### src/rtl/core/srv_pkg.sv
package srv_pkg;

  localparam int unsigned OffW = 10;

  localparam logic [OffW-1:0] RecLen     = 10'd512;
  localparam logic [OffW-1:0] LastOff    = 10'd511;
  localparam logic [OffW-1:0] OffSat     = 10'd513;
  localparam logic [OffW-1:0] ResHeadAt  = 10'h008;
  localparam logic [OffW-1:0] SizeAt     = 10'h00c;
  localparam logic [OffW-1:0] IdAt       = 10'h010;
  localparam logic [OffW-1:0] SeedAt     = 10'h030;
  localparam logic [OffW-1:0] KeyAt      = 10'h070;
  localparam logic [OffW-1:0] TextAt     = 10'h0b4;
  localparam logic [OffW-1:0] TailResAt  = 10'h1b4;
  localparam logic [OffW-1:0] CrcAt      = 10'h1fc;

  localparam logic [31:0] CrcPoly    = 32'hedb88320;
  localparam logic [31:0] CrcInit    = 32'hffffffff;
  localparam logic [7:0]  PrintMin   = 8'h20;
  localparam logic [7:0]  PrintMax   = 8'h7e;
  localparam logic [7:0]  NewLine    = 8'h0a;
  localparam logic [5:0]  KeyHeadLen = 6'd19;

  typedef enum logic [3:0] {
    StOk       = 4'd0,
    StLength   = 4'd1,
    StMagic    = 4'd2,
    StSize     = 4'd3,
    StCrc      = 4'd4,
    StReserved = 4'd5,
    StId       = 4'd6,
    StSeed     = 4'd7,
    StKey      = 4'd8,
    StText     = 4'd9
  } status_e;

  typedef struct packed {
    logic magic_bad;
    logic size_bad;
    logic res_bad;
    logic id_seen;
    logic seed_seen;
    logic key_bad;
    logic tail_seen;
    logic text_bad;
    logic nul_seen;
    logic prev_nl;
  } flags_t;

  function automatic logic [31:0] crc_byte(input logic [31:0] crc, input logic [7:0] b);
    logic [31:0] c;
    c = crc ^ {24'd0, b};
    for (int k = 0; k < 8; k++) begin
      c = (c >> 1) ^ (c[0] ? CrcPoly : 32'd0);
    end
    return c;
  endfunction

  function automatic logic [7:0] magic_byte(input logic [2:0] i);
    logic [7:0] r;
    unique case (i)
      3'd0: r = "F";
      3'd1: r = "P";
      3'd2: r = "L";
      3'd3: r = "S";
      3'd4: r = "E";
      3'd5: r = "S";
      3'd6: r = "S";
      default: r = 8'h00;
    endcase
    return r;
  endfunction

  function automatic logic [7:0] size_byte(input logic [1:0] i);
    return (i == 2'd1) ? 8'h02 : 8'h00;
  endfunction

  function automatic logic [7:0] key_head_byte(input logic [4:0] i);
    logic [7:0] r;
    case (i)
      5'd3:  r = 8'h0b;
      5'd4:  r = "s";
      5'd5:  r = "s";
      5'd6:  r = "h";
      5'd7:  r = "-";
      5'd8:  r = "e";
      5'd9:  r = "d";
      5'd10: r = "2";
      5'd11: r = "5";
      5'd12: r = "5";
      5'd13: r = "1";
      5'd14: r = "9";
      5'd18: r = 8'h20;
      default: r = 8'h00;
    endcase
    return r;
  endfunction

  // bit 6 set marks a character outside the base64 alphabet
  function automatic logic [6:0] sextet_of(input logic [7:0] ch);
    logic [6:0] r;
    if (ch >= "A" && ch <= "Z") begin
      r = 7'(ch - 8'd65);
    end else if (ch >= "a" && ch <= "z") begin
      r = 7'(ch - 8'd71);
    end else if (ch >= "0" && ch <= "9") begin
      r = 7'(ch + 8'd4);
    end else if (ch == "+") begin
      r = 7'd62;
    end else if (ch == "/") begin
      r = 7'd63;
    end else begin
      r = 7'd64;
    end
    return r;
  endfunction

endpackage

### src/rtl/core/session_record_validator_unit.sv
// A result is registered: the last byte passes the input register, then the result register.
// Throughput: one record byte per cycle; only the output register can stall the input.
// Reset: rst_ni clears all record state and the valid flags of the input stage and the
// output register; the unit also returns to its reset state after every last byte.
module session_record_validator_unit (
  input  logic        clk_i,
  input  logic        rst_ni,
  input  logic        s_axis_tvalid,
  output logic        s_axis_tready,
  input  logic [7:0]  s_axis_tdata,   // [7:0] data_byte
  input  logic        s_axis_tlast,   // last_byte
  output logic        m_axis_tvalid,
  input  logic        m_axis_tready,
  output logic [39:0] m_axis_tdata    // [3:0] status, [35:4] computed_crc, [39:36] zero
);
  import srv_pkg::*;

  logic            in_valid_q, in_valid_d;
  logic [7:0]      in_byte_q;
  logic            in_last_q;
  logic            accept, go;

  logic [OffW-1:0] off_q, off_d;
  logic [31:0]     crc_q, crc_d;
  logic [31:0]     stored_q, stored_d;
  flags_t          flg_q, flg_d;
  logic [5:0]      hold_q, hold_d;
  logic [1:0]      phase_q, phase_d;
  logic [5:0]      idx_q, idx_d;

  logic            m_valid_q, m_valid_d;
  status_e         m_status_q, status_d;
  logic [31:0]     m_crc_q, crc_out_d;

  logic [6:0]      sx;
  logic [5:0]      sv;
  logic [7:0]      kb;
  logic            kb_valid;

  assign go            = in_valid_q && (!in_last_q || !m_valid_q || m_axis_tready);
  assign s_axis_tready = !in_valid_q || go;
  assign accept        = s_axis_tvalid && s_axis_tready;
  assign in_valid_d    = accept ? 1'b1 : (go ? 1'b0 : in_valid_q);
  assign m_valid_d     = (go && in_last_q) ? 1'b1 : (m_axis_tready ? 1'b0 : m_valid_q);

  always_comb begin
    off_d     = off_q;
    crc_d     = crc_q;
    stored_d  = stored_q;
    flg_d     = flg_q;
    hold_d    = hold_q;
    phase_d   = phase_q;
    idx_d     = idx_q;
    sx        = sextet_of(in_byte_q);
    sv        = sx[6] ? 6'd0 : sx[5:0];
    kb        = 8'd0;
    kb_valid  = 1'b0;
    status_d  = StOk;
    crc_out_d = 32'd0;

    if (off_q < RecLen) begin
      if (off_q < CrcAt) begin
        crc_d = crc_byte(crc_q, in_byte_q);
      end else begin
        stored_d = stored_q | ({24'd0, in_byte_q} << {off_q[1:0], 3'b000});
      end

      priority if (off_q < ResHeadAt) begin
        if (in_byte_q != magic_byte(off_q[2:0])) flg_d.magic_bad = 1'b1;
      end else if (off_q < SizeAt) begin
        if (in_byte_q != 8'd0) flg_d.res_bad = 1'b1;
      end else if (off_q < IdAt) begin
        if (in_byte_q != size_byte(off_q[1:0])) flg_d.size_bad = 1'b1;
      end else if (off_q < SeedAt) begin
        if (in_byte_q != 8'd0) flg_d.id_seen = 1'b1;
      end else if (off_q < KeyAt) begin
        if (in_byte_q != 8'd0) flg_d.seed_seen = 1'b1;
      end else if (off_q < TextAt) begin
        // base64 character: emit a byte on every phase but the first
        if (sx[6]) flg_d.key_bad = 1'b1;
        unique case (phase_q)
          2'd0: begin
            hold_d = sv;
          end
          2'd1: begin
            kb       = {hold_q, sv[5:4]};
            kb_valid = 1'b1;
            hold_d   = {2'd0, sv[3:0]};
          end
          2'd2: begin
            kb       = {hold_q[3:0], sv[5:2]};
            kb_valid = 1'b1;
            hold_d   = {4'd0, sv[1:0]};
          end
          default: begin
            kb       = {hold_q[1:0], sv};
            kb_valid = 1'b1;
            hold_d   = 6'd0;
          end
        endcase
        phase_d = phase_q + 2'd1;
        if (kb_valid) begin
          if (idx_q < KeyHeadLen) begin
            if (kb != key_head_byte(idx_q[4:0])) flg_d.key_bad = 1'b1;
          end else if (kb != 8'd0) begin
            flg_d.tail_seen = 1'b1;
          end
          idx_d = idx_q + 6'd1;
        end
      end else if (off_q < TailResAt) begin
        if (flg_q.nul_seen) begin
          if (in_byte_q != 8'd0) flg_d.text_bad = 1'b1;
        end else if (in_byte_q == 8'd0) begin
          flg_d.nul_seen = 1'b1;
          if (off_q == TextAt || !flg_q.prev_nl) flg_d.text_bad = 1'b1;
        end else begin
          if (in_byte_q != NewLine && (in_byte_q < PrintMin || in_byte_q > PrintMax)) begin
            flg_d.text_bad = 1'b1;
          end
          flg_d.prev_nl = (in_byte_q == NewLine);
        end
      end else if (off_q < CrcAt) begin
        if (in_byte_q != 8'd0) flg_d.res_bad = 1'b1;
      end else begin
        // stored CRC word, handled above
      end
    end

    if (in_last_q) begin
      crc_out_d = crc_d ^ CrcInit;
      priority if (off_q != LastOff)                 status_d = StLength;
      else if (flg_d.magic_bad)                      status_d = StMagic;
      else if (flg_d.size_bad)                       status_d = StSize;
      else if (stored_d != crc_out_d)                status_d = StCrc;
      else if (flg_d.res_bad)                        status_d = StReserved;
      else if (!flg_d.id_seen)                       status_d = StId;
      else if (!flg_d.seed_seen)                     status_d = StSeed;
      else if (flg_d.key_bad || !flg_d.tail_seen)    status_d = StKey;
      else if (flg_d.text_bad || !flg_d.nul_seen)    status_d = StText;
      else                                           status_d = StOk;
      // start over for the next record
      off_d    = '0;
      crc_d    = CrcInit;
      stored_d = 32'd0;
      flg_d    = '0;
      hold_d   = 6'd0;
      phase_d  = 2'd0;
      idx_d    = 6'd0;
    end else if (off_q < OffSat) begin
      off_d = off_q + 10'd1;
    end
  end

  always_ff @(posedge clk_i or negedge rst_ni) begin
    if (!rst_ni) begin
      in_valid_q <= 1'b0;
      m_valid_q  <= 1'b0;
      off_q      <= '0;
      crc_q      <= CrcInit;
      stored_q   <= 32'd0;
      flg_q      <= '0;
      hold_q     <= 6'd0;
      phase_q    <= 2'd0;
      idx_q      <= 6'd0;
    end else begin
      in_valid_q <= in_valid_d;
      m_valid_q  <= m_valid_d;
      if (go) begin
        off_q    <= off_d;
        crc_q    <= crc_d;
        stored_q <= stored_d;
        flg_q    <= flg_d;
        hold_q   <= hold_d;
        phase_q  <= phase_d;
        idx_q    <= idx_d;
      end
    end
  end

  // payload registers
  always_ff @(posedge clk_i) begin
    if (accept) begin
      in_byte_q <= s_axis_tdata;
      in_last_q <= s_axis_tlast;
    end
    if (go && in_last_q) begin
      m_status_q <= status_d;
      m_crc_q    <= crc_out_d;
    end
  end

  assign m_axis_tvalid = m_valid_q;
  assign m_axis_tdata  = {4'd0, m_crc_q, m_status_q};

endmodule

### config.mk
export PLATFORM = sky130hd
export DESIGN_NAME = session_record_validator_unit
export DESIGN_NICKNAME = d
export VERILOG_FILES = /design/src/rtl/core/srv_pkg.sv /design/src/rtl/core/session_record_validator_unit.sv
export SDC_FILE = /design/constraint.sdc
export NUM_CORES = 1
export LEC_CHECK = 0
export BUFFER_PORTS_ARGS = -buffer_cell sky130_fd_sc_hd__buf_2
export CAP_MARGIN = 30
export CORE_MARGIN = 1.5
export CORE_UTILIZATION = 56
export CTS_CLUSTER_DIAMETER = 80
export DETAILED_ROUTE_END_ITERATION = 7
export GPL_ROUTABILITY_DRIVEN = 0
export PLACE_DENSITY = 0.83
export SLEW_MARGIN = 20
export SYNTH_ARGS = -nofsm -noshare
export SYNTH_HDL_FRONTEND = slang
export SYNTH_SLANG_ARGS = --single-unit
### constraint.sdc
create_clock -name clk_i -period 3.52 [get_ports clk_i]
set_clock_uncertainty 0.15 [all_clocks]
set_input_delay 0.352 -clock clk_i [delete_from_list [all_inputs] [get_ports clk_i]]
set_output_delay 0.352 -clock clk_i [all_outputs]
set_load 0.005 [all_outputs]
==> run summary <==
Number of global-route vias before repair -> 9330
Sequential area share after synthesis -> 39.5%
Part of the cycle the worst path needs -> 111%
R2R cell count -> 14
Synthesis-to-layout area growth -> 25.8%
H-tree Lvls -> 4
Netlist cell types -> 86
Slowest cell on the critical path -> a2111oi_4
Worst Slack Setup Final -> -0.391 ns
Slew headroom -> 49.5%
Row cnt -> 48
Critical R2R Launch -> in_byte_q[1]$_DFFE_PP_
Setup violators final -> 6
Post-Synth Adder-Cell Area -> 3.05%
Die H -> 136 um
Synth Area in Compound Gates -> 19.9%
Mux cell area share after synthesis -> 2.25%
First-pass DRT Iterations -> 8
Hold slack -> 0.154 ns
Fin area -> 12400 um2
Vias after detailed routing -> 9907
CTS tree -> built
Max cap viols -> 0
Worst-path fanout max -> 5
Crit end category -> flop
Reg-to-reg setup timing slack -> -0.39 ns
Max IR drop VDD -> 0.604 mV
Grt ovf -> 0
Crit path DAT -> 3.93 ns
Unrepaired setup endpoints after global routing -> yes
Failing checks -> DRC, setup timing
Initial antenna violation count -> 1
Layout fillers -> 1110
Wire per inst -> 23.4 um
Reg2reg end -> m_status_q[0]$_SDFFCE_PN0P_
Slew Viols, Final -> 0
Area of the mapped netlist -> 9850 um2
Layout net count -> 1256
Worst-Skew Late Latency -> 0.44 ns
First-pass GRT wire length -> 50300 um
Fin. Hold Viols -> 0
Final wirelength -> 34100 um
Result of the run -> finished, violations left
Placed cell area -> 11300 um2
Synth Area in XOR/XNOR -> 12.9%
CP peak stage delay -> 0.57 ns
Post-synth EDFFs -> 45
Largest family of logic cells by synthesized area -> compound AO/OA/AOI/OAI gates
Sink Count -> 145
Drt initial violations -> 1705
TritonCTS Buffers -> 17
# DRC -> 1
Crit path cell chain -> inv_1 -> ha_2 -> nand2b_4 -> a21oi_1 -> buf_4 -> a2111oi_4 -> a311oi_4 -> buf_4 -> a311oi_2 -> a31oi_1 -> or3_4 -> o22a_1 -> a31oi_1 -> o41ai_1
Mapped Cells -> 1044
Routed vias/inst -> 6.80
Power Density -> 885 nW/um2
CP Class -> flop to flop
Worst-case clock buffer depth -> 2
CORE AREA -> 17200 um2
Post-synth ARST share -> 69.0%
Yosys Warn Count -> 0
Least-Margin Pin Slew -> 0.758 ns
Synth Register Bits -> 145
Post-Synth Simple-Gate Area -> 18.4%
All-Layer GR Usage -> 36.0%
Root Buffer -> clkbuf_16
Min Tclk post-route -> 3.91 ns
Sum of negative setup slack -> -1.09 ns
Die Span X -> 136 um
Worst path required time -> 3.54 ns
Largest net degree at the start of global routing -> 90
Ant. Diodes -> 0
Initial Util -> 57.1%
Hold Crit Class -> input pin to asynchronous set/reset pin
Share of cells above drive strength 1 -> 28.6%
Io pins -> 55
Lkg Pwr -> 5.39 nW
Post-Syn Area per Cell -> 9.43 um2
ANT nets after route -> 0
Reg clk slew, reported paths -> 0.06 ns
Post-DP HPWL -> 22200 um
Ys flop type -> dfrtp_1
Fmax -> 256 MHz
Port bufs -> 50
Setup crit start kind -> flop
Die ar. -> 18400 um2
synthesized netlist by cell type (all sizes together), types with 5 or more instances:
cell | n | area, um2
o21ai | 33 | 165
nor2 | 119 | 447
a211oi | 16 | 120
o22a | 9 | 87.6
a31oi | 21 | 131
xnor2 | 61 | 621
nor4 | 14 | 106
o21a | 6 | 45.0
a22o | 6 | 52.6
a21oi | 107 | 539
xor2 | 34 | 335
dfrtp | 68 | 1700
o211ai | 7 | 52.6
xnor3 | 14 | 315
nand2b | 15 | 93.8
nor3 | 19 | 105
edfxtp | 45 | 1350
inv | 26 | 97.6
or3 | 14 | 87.6
mux2i | 14 | 165
nor2b | 13 | 81.3
clkbuf | 54 | 204
a2111oi | 7 | 67.6
nand3 | 25 | 125
buf | 15 | 81.3
a311oi | 5 | 43.8
nand2 | 65 | 244
a21o | 11 | 82.6
and2 | 24 | 150
a32o | 6 | 60.1
dfstp | 32 | 841
ha | 24 | 300
and3 | 13 | 81.3
a22oi | 8 | 60.1
nand4 | 16 | 100
mux2 | 5 | 56.3
critical path, delay by kind of cell (launching register included):
kind	cells	cell delay [ns]
AND/OR/NAND/NOR	2	0.56
AO/OA/AOI/OAI	8	1.71
adder cells (fa/ha/maj)	1	0.25
flip-flops	1	0.42
buffers and inverters	3	0.53
layer usage:
layer,up-vias,GRT usage (%),wire length [um]
met2,907,54.5,15200
met4,0,22.8,2380
met1,4584,45.8,12200
li1,4158,-,-
met3,258,9.47,4350
met5,-,0,0
cells by family after synthesis:
family                     Yosys count
and+or+nand+nor                    360
AOI/OAI and AO/OA                  291
DFF                                145
xor gates and xnor gates           109
buffers and inverters               95
adders and majority gates           24
muxes                               19
other                                1
state kept, by name (all words and copies together), names as in the netlist:
register and count:
crc_q 32, flg_q 10, hold_q 6, idx_q 6
in_byte_q 8, in_last_q 1, in_valid_q 1, m_axis_tvalid 1
m_crc_q 32, m_status_q 4, off_q 10, phase_q 2
stored_q 32
metrics by stage:
stage	total power [mW]	utilization [%]	instances	worst slack [ns]
3_3_place_gp	8.25	65.5	1400	-0.0747
3_5_place_dp	8.45	65.5	1400	-0.267
4_1_cts	10.4	70.7	1451	-0.0328
2_1_floorplan	6.12	-	1047	-0.156
5_1_grt	11.3	71.9	1457	-0.457
6_report	11.0	71.9	1457	-0.391
cells in the final DEF (no fill, tap or decap), drive strengths merged, types with 19 or more instances in the layout:
cell type  count
nand3         25
xor2          34
ha            24
edfxtp        45
dfstp         32
a31oi         21
inv           28
dfrtp         68
and2          24
nor3          19
a21oi        107
buf          210
clkbuf        19
xnor2         61
o21ai         33
nor2         119
nand2         65
area by class of cell:
| cell class | instances | area, um2 | area share, % |
|---|---|---|---|
| repair buffers | 222 | 1610 | 13.0 |
| multi-input cells | 807 | 5940 | 47.9 |
| clock inverters | 13 | 135 | 1.09 |
| flip-flops and latches | 145 | 3890 | 31.4 |
| inverters | 26 | 97.6 | 0.788 |
| clock buffers | 19 | 433 | 3.49 |
| well taps | 225 | 282 | 2.27 |
what timing repair did:
item	in CTS	in global routing
pin swaps	13	12
endpoints found under the hold margin	28	0
resized for setup	33	24
setup buffers	7	6
hold buffers	12	0
endpoints found under the setup margin	4	5
report_power, final:
part	switching, mW	internal [mW]	total (mW)
registers	0.316	2.25	2.57
logic	3.37	3.22	6.59
clock network	0.756	1.04	1.80
worst max-delay path by stage:
stage / start / end / slack, ns / depth (start not counted)
CTS: in_byte_q[3]$_DFFE_PP_ / m_status_q[0]$_SDFFCE_PN0P_ / -0.03 / 13
detailed placement: in_byte_q[3]$_DFFE_PP_ / m_status_q[0]$_SDFFCE_PN0P_ / -0.27 / 13
floorplan: in_byte_q[3]$_DFFE_PP_ / m_status_q[3]$_SDFFCE_PP0P_ / -0.16 / 13
global route: in_byte_q[1]$_DFFE_PP_ / m_status_q[0]$_SDFFCE_PN0P_ / -0.46 / 14
finish: in_byte_q[1]$_DFFE_PP_ / m_status_q[0]$_SDFFCE_PN0P_ / -0.39 / 14
global placement: in_byte_q[3]$_DFFE_PP_ / m_status_q[3]$_SDFFCE_PP0P_ / -0.07 / 14
Note: power is estimated with default switching activity, not from simulation.
